==> src/rtl/tss_pkg.sv <==
// ----------------------------------------------------------------------------
// tss_pkg: shared types for the tridiagonal system solver
// Controller states and the command/status bundles between the controller
// and the datapath.
// ----------------------------------------------------------------------------
`timescale 1ns / 1ps
`default_nettype none

package tss_pkg;

  localparam int DataW = 32;
  localparam int IdxW  = 6;
  localparam int ErrW  = 2;
  localparam int WideW = 50;   // Q.16 intermediate values (den, num)

  localparam logic [ErrW-1:0] ERR_NONE   = 2'd0;
  localparam logic [ErrW-1:0] ERR_PIVOT  = 2'd1;
  localparam logic [ErrW-1:0] ERR_ROWS   = 2'd2;

  typedef enum logic [3:0] {
    ST_IDLE,
    ST_RDPREV,
    ST_MUL_A,
    ST_DEN,
    ST_NUM,
    ST_CHKDEN,
    ST_DIVA,
    ST_DIVB,
    ST_ENDROW,
    ST_BS_RD,
    ST_BS_MUL,
    ST_BS_ADD,
    ST_BS_OUT
  } ctrl_state_t;

  typedef struct packed {
    logic load;        // capture input word
    logic rd_prev;     // read sweep coefficients of previous row
    logic mul_pa;      // prod = a * alpha_prev
    logic den_cap;     // den from prod and b
    logic mul_pb;      // prod = a * beta_prev
    logic num_cap;     // num from prod and d
    logic zero_pivot;  // den is zero: store zeros, flag error
    logic div_start;   // start divider
    logic div_sel;     // 0: c / den, 1: num / den
    logic cap_alpha;   // take divider result as alpha
    logic cap_beta;    // take divider result as beta
    logic row_done;    // write row, bump count or flag overflow
    logic bs_init;     // start back substitution
    logic bs_rd;       // read coefficients at back-sub index
    logic bs_mul;      // prod = alpha * x
    logic bs_add;      // x = sat(floor(prod) + beta), present word
    logic bs_next;     // step index down
    logic run_end;     // clear count and error latch
  } ctrl_cmd_t;

  typedef struct packed {
    logic full;
    logic den_zero;
    logic div_done;
    logic last;
    logic out_taken;
    logic idx_zero;
  } dp_stat_t;

endpackage

`default_nettype wire

==> src/rtl/tss_ctrl.sv <==
// ----------------------------------------------------------------------------
// tss_ctrl: sequencing state machine
// Steps one row through the forward sweep and runs back substitution.
// ----------------------------------------------------------------------------
`timescale 1ns / 1ps
`default_nettype none

module tss_ctrl (
  input  wire                   clk,
  input  wire                   rst_n,
  input  wire                   in_valid,
  output logic                  in_stall,
  input  tss_pkg::dp_stat_t     stat,
  output tss_pkg::ctrl_cmd_t    cmd
);

  import tss_pkg::*;

  ctrl_state_t state_r, state_nxt;

  // state register
  always_ff @(posedge clk) begin
    if (!rst_n) begin
      state_r <= ST_IDLE;
    end else begin
      state_r <= state_nxt;
    end
  end

  // next state
  always_comb begin
    state_nxt = state_r;
    unique case (state_r)
      ST_IDLE:   if (in_valid) state_nxt = ST_RDPREV;
      ST_RDPREV: state_nxt = stat.full ? ST_ENDROW : ST_MUL_A;
      ST_MUL_A:  state_nxt = ST_DEN;
      ST_DEN:    state_nxt = ST_NUM;
      ST_NUM:    state_nxt = ST_CHKDEN;
      ST_CHKDEN: state_nxt = stat.den_zero ? ST_ENDROW : ST_DIVA;
      ST_DIVA:   if (stat.div_done) state_nxt = ST_DIVB;
      ST_DIVB:   if (stat.div_done) state_nxt = ST_ENDROW;
      ST_ENDROW: state_nxt = stat.last ? ST_BS_RD : ST_IDLE;
      ST_BS_RD:  state_nxt = ST_BS_MUL;
      ST_BS_MUL: state_nxt = ST_BS_ADD;
      ST_BS_ADD: state_nxt = ST_BS_OUT;
      ST_BS_OUT: begin
        if (stat.out_taken) begin
          state_nxt = stat.idx_zero ? ST_IDLE : ST_BS_RD;
        end
      end
      default:   state_nxt = ST_IDLE;
    endcase
  end

  // command decode
  always_comb begin
    cmd      = '0;
    in_stall = (state_r != ST_IDLE);
    unique case (state_r)
      ST_IDLE:   cmd.load = in_valid;
      ST_RDPREV: cmd.rd_prev = 1'b1;
      ST_MUL_A:  cmd.mul_pa = 1'b1;
      ST_DEN: begin
        cmd.den_cap = 1'b1;
        cmd.mul_pb  = 1'b1;
      end
      ST_NUM:    cmd.num_cap = 1'b1;
      ST_CHKDEN: begin
        cmd.zero_pivot = stat.den_zero;
        cmd.div_start  = !stat.den_zero;
        cmd.div_sel    = 1'b0;
      end
      ST_DIVA: begin
        cmd.cap_alpha = stat.div_done;
        cmd.div_start = stat.div_done;
        cmd.div_sel   = 1'b1;
      end
      ST_DIVB:   cmd.cap_beta = stat.div_done;
      ST_ENDROW: begin
        cmd.row_done = 1'b1;
        cmd.bs_init  = stat.last;
      end
      ST_BS_RD:  cmd.bs_rd = 1'b1;
      ST_BS_MUL: cmd.bs_mul = 1'b1;
      ST_BS_ADD: cmd.bs_add = 1'b1;
      ST_BS_OUT: begin
        cmd.bs_next = stat.out_taken && !stat.idx_zero;
        cmd.run_end = stat.out_taken && stat.idx_zero;
      end
      default:   cmd = '0;
    endcase
  end

endmodule

`default_nettype wire

==> config.mk <==
export PLATFORM = sky130hd
export DESIGN_NAME = tss_ctrl
export DESIGN_NICKNAME = d
export VERILOG_FILES = /design/src/rtl/tss_pkg.sv /design/src/rtl/tss_ctrl.sv
export SDC_FILE = /design/constraint.sdc
export NUM_CORES = 1
export LEC_CHECK = 0
export ABC_AREA = 1
export BUFFER_PORTS_ARGS = -buffer_cell sky130_fd_sc_hd__buf_2
export CORE_AREA = 5 5 42 44
export DETAILED_ROUTE_END_ITERATION = 10
export DIE_AREA = 0 0 47 49
export HOLD_SLACK_MARGIN = 0.12
export PLACE_DENSITY = 0.79
export SLEW_MARGIN = 20
export SYNTH_ARGS = -nofsm -noshare
export SYNTH_HDL_FRONTEND = slang
export SYNTH_SLANG_ARGS = --single-unit
==> constraint.sdc <==
create_clock -name clk -period 1.1 [get_ports clk]
set_input_delay 0.22 -clock clk [delete_from_list [all_inputs] [get_ports clk]]
set_output_delay 0.22 -clock clk [all_outputs]
set_load 0.01 [all_outputs]
**Word-level counts from Yosys, hierarchy flattened**

Cells that the tools add are included.

- $add $sub $neg: 0
- $mul: 0
- Divide/modulo/power cells: 0
- Order comparisons: 0
- Eq/ne operators: 16
- Shifts and indexed selects: 0
- Mux-type cells: 23
- Bitwise logic cells: 0
- Reductions and logical operators: 7

Operators with widths:

| operator | count |
|---|---|
| one-hot mux 4 bit (13 select lines) | 1 |
| two-way mux 4 bit | 8 |
| == test 4 bit, second input constant | 5 |
| == test 4 x 3 -> 1 bit, second input constant | 4 |
| two-way mux 1 bit | 10 |
| == test 4 x 2 -> 1 bit, second input constant | 2 |
| != test 2 bit, second input constant | 4 |
| two-way mux 2 bit | 3 |
| == test 4 x 1 -> 1 bit, second input constant | 1 |
| zero test 4 bit | 1 |
| one-hot mux 2 bit (2 select lines) | 1 |
| AND reduction 4 bit | 1 |
| nonzero test 4 bit | 1 |
| logical AND 1 bit | 2 |
| zero test 1 bit | 2 |

- Register bits: 4
- Latch bits: 0
- Memory bits (writable): 0
- Bits in read-only memories: 0
- Bits of input ports: 9
- Output and inout port bits: 19
- Memories: 0

**Logic depth before layout (Yosys ltp)**

Gate-level depths: netlist of the first run.

- Depth after elaboration: 3
- Depth in mapped cells: 9

**Worst setup path before layout of the first run**

Ideal clock, no wire load.

- Path kind: register to output
- Start point: register state_r[2]
- End point: output cmd[10] (netlist name)
- Data arrival time: 1,049 ps
- Data required time: 880 ps
- Setup slack: -169 ps
- Cell stages (with the launch flop): 5
- Cells stage by stage: dfxtp_1 > inv_2 > nor2_4 > nand2_1 > o21ai_0

RTL lines:

| item | RTL line | RTL |
|---|---|---|
| from (decl) | tss_ctrl.sv:19 | `ctrl_state_t state_r, state_nxt;` |
| from (signal assigned) | tss_ctrl.sv:26 | `state_r <= state_nxt;` |
| to (decl) | tss_ctrl.sv:14 | `output tss_pkg::ctrl_cmd_t cmd` |

==> results.txt, run 1 <==
Pwr Density - 771.5 nW/um^2
Combinational Power Share - 58.7%
failing checks - setup timing
Die Span Y - 49 microns
Max clock buf depth - 2
post-synthesis register bit count - 4
first-pass GRT wire length - 3222 microns
setup ws final - -346.4 ps
Cells after Synth - 87
Worst-Margin Slew - 223.8 ps
Critical-path top delay cell - dfxtp_4
Cells after DPL - 141
vias per inst - 5.114
Crit path required time - 880 ps
setup violators final - 23
period utilization - 131.5%
die area - 2303 sq um
top cells by area, synth - dfxtp_1 (18%), inv_1 (17%), nand2_1 (17%), nand3_1 (13%), nor2_1 (8.3%)
Min Hold Slack - 300.9 ps
Ys Warns - 0
Startpoint Class - register
GP Congestion - 0.8458
post-synthesis cell area - 452.9 sq um
status - finished, violations left
Starting Density - 32.32%
Site Rows - 14
ant diodes - 0
P_int - 524.7 uW
part of the power in registers - 20.9%
setup TNS - -6452 ps
post-synthesis sequential area ratio - 17.68%
Worst VDD drop - 0.7079 mV
DR iter-0 viols - 18
Clock Latency Late Sink - 240 ps
final instance area - 1204 sq um
Power Total - 928.6 uW
total number of vias - 849
Yosys cell types - 17
max cap viols - 0
crit-path cells - inv_4, nor2_4, buf_6, nand2_4, nor2_1, buf_2
# IOs - 28
r2r endpoint - state_r[3]
crit path from - state_r[2]
Psw - 403.9 uW
Slew Viols, Final - 0
H-tree depth - 1
dpl ws - -200.6 ps
core area - 1401 sq um
Achievable Freq - 691.4 MHz
Clock Tree Root - clkbuf_4
Clock Sinks - 4
number of remaining DRC errors - 0
syn_area_per_cell - 5.206 sq um
Final Non-Filler Cells - 166
reg2reg start - state_r[2]
Hold Violations, Final - 0
reg2reg setup slack - -290 ps
CTS tree - built
min-delay worst type - input pin to register
initial antenna violation count - 0
area leader, netlist - dfxtp_1
DR WL/cell - 15.70 microns
Rel. slew slack - 85.00%
hold path depth - 3
input/output buffers - 27
Largest regs - state_r (4)
vias in the first global route - 762
Largest Register - state_r
fin util - 85.89%
Arrival @ worst endpoint - 1230 ps
Crit path largest cell delay - 390 ps
area grow syn2layout - 165.7%
leakage power - 0.7281 nW
Routed WL - 2606 microns
total gr overflow - 0
CTS clk-pin slew, worst paths - 40 ps
CP Class - register to output port
largest net degree at the start of global routing - 8
Worst Setup End Kind - output port
Setup crit end - cmd[7]
Post-DP HPWL - 1256 microns
Clock power frac - 20.4%
Sw Share - 43.50%
Die Width - 47 microns
all-layer global routing usage - 18.57%
DP Area - 706.9 sq um
Synth top area share - 17.68%
crit path max fanout - 5
RSZ-0062 raised after global routing - yes
Clock Skews - 2.234 ps
post-synth net total - 96
Routed Antenna Nets - 0
Period minus WS final - 1446 ps
max reg flops - 4
Reg2Reg Depth - 9
Layout Nets - 161
share of cells above drive strength 1 - 81.33%
Initial DRT Pass Iterations - 4
TritonCTS Buffers - 3
[synthesized netlist by cell type]
master,n
a21oi_1,4
nand3_1,12
nor2_2,4
nor3_1,2
nand2_1,20
nor4_1,1
nor2_1,10
inv_1,20
nand3b_1,1
o22ai_1,1
inv_2,2
buf_4,1
nor2_4,1
o21ai_1,2
dfxtp_1,4
o21ai_0,1
a21oi_2,1
[area by class of cell]
type | instances | area, sq um
Sequential cell | 4 | 92.59
Multi-Input combinational cell | 60 | 494.2
Timing Repair Buffer | 61 | 481.7
Tap cell | 16 | 20.02
Clock buffer | 3 | 22.52
Fill cell | 73 | 197.7
Inverter | 22 | 92.59
[power by group through the flow]
stage                     clock network (mW)  logic (mW)  registers (mW)
after global placement                     0       0.295           0.177
after detailed placement                   0       0.301           0.178
final                                  0.190       0.545           0.194
after global routing                   0.205       0.582           0.197
after floorplan                            0       0.164           0.178
after CTS                              0.186       0.439           0.188
[worst max-delay path, delay by kind of cell, from the launching register on]
kind	cells	cell delay [ps]
flops	1	390
simple gates	3	290
buf+inv	3	310
[placed cells by master, fill, tap and decap left out, types with 5 or more instances in the layout]
cell type / n
buf_2: 19
buf_4: 23
buf_6: 19
inv_1: 10
inv_2: 8
nand2_2: 6
nand2_4: 10
nand3_1: 6
nand3_2: 5
nor2_4: 8
[cell families (layout without fill, tap and decap cells)]
kind of cell / Yosys count / after routing / share of synthesized area [%]
buffers and inverters: 23 / 86 / 19.89
AO/OA/AOI/OAI: 9 / 9 / 11.05
AND/OR/NAND/NOR: 51 / 51 / 51.38
flip-flops: 4 / 4 / 17.68
[layer usage]
| layer | wire, microns | up-vias | track usage [%] | share of wire [%] |
|---|---|---|---|---|
| met3 | 163 | 12 | 3.321 | 6.3 |
| li1 | - | 399 | - | - |
| met1 | 1002 | 395 | 21.23 | 38 |
| met2 | 1315 | 43 | 31.45 | 50 |
| met4 | 125 | 0 | 8.756 | 4.8 |
| met5 | 0 | - | 0 | 0 |
[worst min path at each step]
stage                from         end  slack, ps
finish              rst_n  state_r[3]        300
global placement    rst_n  state_r[3]        500
CTS                 rst_n  state_r[3]        260
detailed placement  rst_n  state_r[3]        510
floorplan           rst_n  state_r[3]        390
global route        rst_n  state_r[3]        330
[timing repair]
item / in CTS / in global routing
setup endpoints to repair: 23 / 23
buffers inserted: 13 / 9
resized for setup: 56 / 33
pin swaps: 15 / 19
cloned: 0 / 0
hold buffers: 0 / 0
Note: power is estimated with default switching activity, not from simulation.
==> inputs of run 2 (changes only) <==
- PLACE_DENSITY: 0.79 -> 0.75
==> run 2 against run 1 <==
  * The run still ends with setup timing left
  * Utilization fell by 13 points
  * Highest routed layer unchanged
  * Total power down 6.1%
  * Largest cell class unchanged
  * Critical endpoint is now cmd[11]
  * Non-clock buffer count shrank 9
==> results.txt, run 2 (synthesis results as in run 1) <==
cell count along the critical path - 6 (unchanged)
Worst-Margin Slew - 183.5 ps (-40.29 ps)
# IOs - 28 (unchanged)
Routed Antenna Nets - 0 (unchanged)
TritonCTS Buffers - 3 (unchanged)
Rel. slew slack - 87.66% (+2.7 points)
Die Span Y - 49 microns (unchanged)
commonest non-fill, non-tap cell in the layout - buf_2
register area - 92.59 sq um (unchanged)
RSZ-0062 raised after global routing - yes
core area - 1401 sq um (unchanged)
DR WL/cell - 14.20 microns (-9.6%)
Initial DRT Pass Iterations - 4 (unchanged)
Critical-path top delay cell - dfxtp_4
crit-path cells - inv_4, nor2_4, buf_6, nand3_2, inv_1, buf_2
number of remaining DRC errors - 0 (unchanged)
area grow syn2layout - 126.5%
max reg flops - 4 (unchanged)
area of the multi-input gates - 412.9 sq um (-16%)
GP Congestion - 0.9247 (+9.3%)
Starting Density - 32.32% (unchanged)
Combinational Power Share - 55.4% (-3.3 points)
total number of vias - 789 (-7.1%)
CP Buf/Inv Count - 4 (+1)
Filler cells - 101 (+38%)
initial antenna violation count - 0 (unchanged)
Worst Setup End Kind - output port
share of cells above drive strength 1 - 69.50% (-12 points)
Arrival @ worst endpoint - 1230 ps (about the same)
failing checks - setup timing
vias per inst - 5.025 (-1.7%)
cts hold-fix bufs - 0 (unchanged)
first-pass GRT wire length - 3201 microns (-0.65%)
largest net degree at the start of global routing - 7 (-1)
Crit path largest cell delay - 390 ps (about the same)
Sw Share - 41.54% (-2.0 points)
Pwr Density - 849.9 nW/um^2 (+10%)
Largest delay share family, worst path - flip-flops
part of the power in registers - 21.6% (+0.7 points)
Die Width - 47 microns (unchanged)
leakage power - 0.6298 nW (-14%)
Clock Sinks - 4 (unchanged)
setup ws final - -351.7 ps (-5.360 ps)
Crit path required time - 880 ps (about the same)
Psw - 362.3 uW (-10%)
die area - 2303 sq um (unchanged)
Largest Register - state_r
CTS clk-pin slew, worst paths - 40 ps (about the same)
H-tree depth - 1 (unchanged)
Reg2Reg Depth - 9 (unchanged)
CP Class - register to output port
Max clock buf depth - 2 (unchanged)
max cap viols - 0 (unchanged)
Hold Violations, Final - 0 (unchanged)
Post-DP HPWL - 1274 microns (+1.4%)
total gr overflow - 0 (unchanged)
Layout Nets - 152 (-5.6%)
DR iter-0 viols - 10 (-8)
Power Total - 872.0 uW (-6.1%)
Clock power frac - 22.9% (+2.5 points)
Achievable Freq - 688.8 MHz (-0.37%)
Slew Viols, Final - 0 (unchanged)
crit path max fanout - 5 (unchanged)
Clock Skews - 10.02 ps (+7.783 ps)
Period minus WS final - 1452 ps (+5.360 ps)
Site Rows - 14 (unchanged)
Routed WL - 2229 microns (-14%)
P_int - 509.7 uW (-2.8%)
dpl ws - -159.1 ps (+41.48 ps)
Worst VDD drop - 0.8935 mV (+26%)
Clock Tree Root - clkbuf_4
vias in the first global route - 801 (+5.1%)
CTS tree - built
Largest regs - state_r (4)
ant diodes - 0 (unchanged)
hold path depth - 3 (unchanged)
all-layer global routing usage - 18.71% (+0.14 points)
setup violators final - 23 (unchanged)
input/output buffers - 27 (unchanged)
min-delay worst type - input pin to register
status - finished, violations left
period utilization - 132.0% (+0.49 points)
setup TNS - -6428 ps (+24.10 ps)
Startpoint Class - register
Clock Latency Late Sink - 250 ps (about the same)
commonest non-fill, non-tap cells in the layout - buf_2 (22), buf_4 (17), inv_1 (14)
==> run 2: cell count changes in the layout (fill, tap and decap cells not counted), sizes merged <==
cell	delta
buf	-9
clkinvlp	+1
inv	-1
==> run 2: through the flow <==
stage                     utilization [%]  hold slack (ps)  cell area [sq um]  std cells
after global placement              49.91            494.7              699.4        140
after floorplan                         -            390.4              469.2         87
after detailed placement            49.91            506.0              699.4        140
after CTS                           66.88            259.9              937.1        153
final                               73.21            252.4               1026        157
after global routing                73.21            267.8               1026        157
==> run 2: worst register-to-register path, cell delays in order (launching register included) <==
cell and delay (ps):
dfxtp_4 360, buf_4 160, nor2_4 170, nand3_2 110, buf_4 160, nand2_1 60, nor2_1 40, nand2_1 70
nand2_1 80, a21oi_2 110
==> run 2: timing repair <==
item,in CTS,in global routing
hold endpoints to repair,0,0
pin swaps,12,9
buffers inserted,10,4
gates resized for setup,42,17
setup endpoints to repair,23,23
==> run 2: final timing paths <==
path | start | endpoint | slack [ps]
min reg2reg | state_r[1] | state_r[3] | 740
max reg2reg | state_r[2] | state_r[3] | -280
max | state_r[2] | cmd[11] | -350
min | rst_n | state_r[3] | 250
==> run 2: layout make-up <==
cell class	count	share of cell area (%)
clock buffers	3	2.195
inverters	22	9.146
multi-input cells	60	40.24
flip-flops and latches	4	9.024
well taps	16	1.951
repair buffers	52	37.44
==> run 2: layer usage <==
layer | global-route usage (%) | vias to the layer above | wire length [microns]
li1 | - | 379 | -
met1 | 18.82 | 369 | 816
met3 | 1.476 | 7 | 130
met4 | 13.82 | 0 | 61
met5 | 0 | - | 0
met2 | 33.03 | 34 | 1220
==> run 2: power groups by stage <==
stage / clock network, mW / logic (mW) / registers, mW
after CTS: 0.191 / 0.412 / 0.183
after floorplan: 0 / 0.164 / 0.178
after global routing: 0.213 / 0.517 / 0.189
after detailed placement: 0 / 0.298 / 0.179
after global placement: 0 / 0.291 / 0.177
final: 0.200 / 0.483 / 0.189
==> inputs of run 3 (changes only) <==
- CORE_AREA: 5 5 42 44 -> 2 2 39 41
- DIE_AREA: 0 0 47 49 -> 0 0 41 43
==> run 3 against run 2 <==
  * The run still ends with setup timing left
  * Routed wire length down 10%
  * Sequential share of layout area about the same
  * Via count up 2.0%
  * Total power down 7.3%
  * Critical endpoint is now cmd[10]
==> results.txt, run 3 (synthesis results as in run 1) <==
Arrival @ worst endpoint - 1270 ps (+40 ps)
Power Total - 808.1 uW (-7.3%)
setup violators final - 23 (unchanged)
TritonCTS Buffers - 3 (unchanged)
Starting Density - 32.73% (+0.41 points)
Period minus WS final - 1490 ps (+38.01 ps)
Worst-Margin Slew - 197.2 ps (+13.67 ps)
core area - 1384 sq um (-1.2%)
Die Width - 41 microns (-13%)
Routed Antenna Nets - 0 (unchanged)
Startpoint Class - register
Min Hold Slack - 275.1 ps (+22.65 ps)
period utilization - 135.4% (+3.5 points)
vias in the first global route - 666 (-17%)
Clock Latency Late Sink - 230 ps (-20 ps)
total gr overflow - 0 (unchanged)
largest net degree at the start of global routing - 8 (+1)
Initial DRT Pass Iterations - 4 (unchanged)
H-tree depth - 1 (unchanged)
GP Congestion - 0.9052 (-2.1%)
Combinational Power Share - 55.1% (-0.3 points)
initial antenna violation count - 0 (unchanged)
RSZ-0062 raised after global routing - yes
Layout Nets - 152 (unchanged)
# IOs - 28 (unchanged)
ant diodes - 0 (unchanged)
Clock Sinks - 4 (unchanged)
Clock power frac - 21.9% (-1.0 points)
crit path max fanout - 6 (+1)
Crit path largest cell delay - 330 ps (-60 ps)
Die Span Y - 43 microns (-12%)
area grow syn2layout - 121.3%
P_int - 486.6 uW (-4.5%)
vias per inst - 5.127 (+2.0%)
final instance area - 1002 sq um (-2.3%)
Max clock buf depth - 2 (unchanged)
Hold Violations, Final - 0 (unchanged)
dpl ws - -197.4 ps (-38.34 ps)
CTS tree - built
Worst Setup End Kind - output port
Slew Viols, Final - 0 (unchanged)
Sw Share - 39.78% (-1.8 points)
status - finished, violations left
Cells after DPL - 139 (-0.71%)
first-pass GRT wire length - 2677 microns (-16%)
Routed WL - 2003 microns (-10%)
Site Rows - 14 (unchanged)
max reg flops - 4 (unchanged)
Post-DP HPWL - 1163 microns (-8.7%)
Final Non-Filler Cells - 157 (unchanged)
reg2reg start - state_r[3]
CP Class - register to output port
setup TNS - -6314 ps (+113.7 ps)
crit path from - state_r[3]
Largest Register - state_r
DR iter-0 viols - 33 (+23)
Pwr Density - 806.3 nW/um^2 (-5.1%)
CTS clk-pin slew, worst paths - 30 ps (about the same)
Rel. slew slack - 86.84% (-0.82 points)
failing checks - setup timing
Critical-path top delay cell - dfxtp_2
Clock Tree Root - clkbuf_4
crit-path cells - buf_6, nor2_4, nand2_2, o21ai_2, buf_2
Psw - 321.4 uW (-11%)
fin util - 72.42% (-0.79 points)
total number of vias - 805 (+2.0%)
Achievable Freq - 671.3 MHz (-2.6%)
input/output buffers - 27 (unchanged)
share of cells above drive strength 1 - 70.92% (+1.4 points)
Worst VDD drop - 0.5335 mV (-40%)
hold path startpoint - rst_n
all-layer global routing usage - 21.29% (+2.6 points)
Crit path required time - 880 ps (about the same)
die area - 1763 sq um (-23%)
setup ws final - -389.7 ps (-38.01 ps)
cts hold-fix bufs - 0 (unchanged)
commonest non-fill, non-tap cells in the layout - buf_2 (21), buf_4 (21), inv_1 (13)
Clock Skews - 3.334 ps (-6.683 ps)
number of remaining DRC errors - 0 (unchanged)
Filler cells - 112 (+11%)
Largest regs - state_r (4)
DR WL/cell - 12.76 microns (-10%)
leakage power - 0.6239 nW (-0.94%)
DP Area - 691.9 sq um (-1.1%)
min-delay worst type - input pin to register
max cap viols - 0 (unchanged)
part of the power in registers - 23.0% (+1.4 points)
[run 3: cell type report]
type | count | area, sq um | area share, %
Clock buffer | 3 | 22.52 | 2.247
Inverter | 22 | 90.09 | 8.989
Multi-Input combinational cell | 60 | 404.1 | 40.32
Sequential cell | 4 | 90.09 | 8.989
Tap cell | 16 | 20.02 | 1.998
Timing Repair Buffer | 52 | 375.4 | 37.45
[run 3: worst max-delay path: cells and delay by family (launching register included)]
kind,cells,cell delay (ps)
flops,1,330
simple gates,2,330
buf+inv,2,260
compound gates,1,120
[run 3: power groups by stage]
stage	clock (mW)	combinational, mW	sequential (mW)
floorplan	0	0.164	0.178
global placement	0	0.287	0.174
detailed placement	0	0.291	0.175
CTS	0.181	0.373	0.180
global route	0.188	0.472	0.188
finish	0.177	0.445	0.186
[run 3: worst paths after layout]
| check | to | slack [ps] | cells past startpoint |
|---|---|---|---|
| hold / removal | state_r[3] | 280 | 3 |
| setup reg to reg | state_r[3] | -270 | 10 |
| setup / recovery | cmd[10] | -390 | 5 |
| hold reg to reg | state_r[1] | 590 | 2 |
[run 3: what timing repair did]
| item | CTS | global route |
|---|---|---|
| setup endpoints to repair | 23 | 23 |
| buffers inserted | 9 | 6 |
| resized for setup | 30 | 24 |
| pin swaps | 10 | 13 |
[run 3: metal layers]
layer	vias up	part of all wire (%)	GRT usage (%)
met3	8	5.4	1.047
met1	379	38	26.69
met2	43	54	35.94
li1	375	-	-
met4	0	2.6	8.000
met5	-	0	0
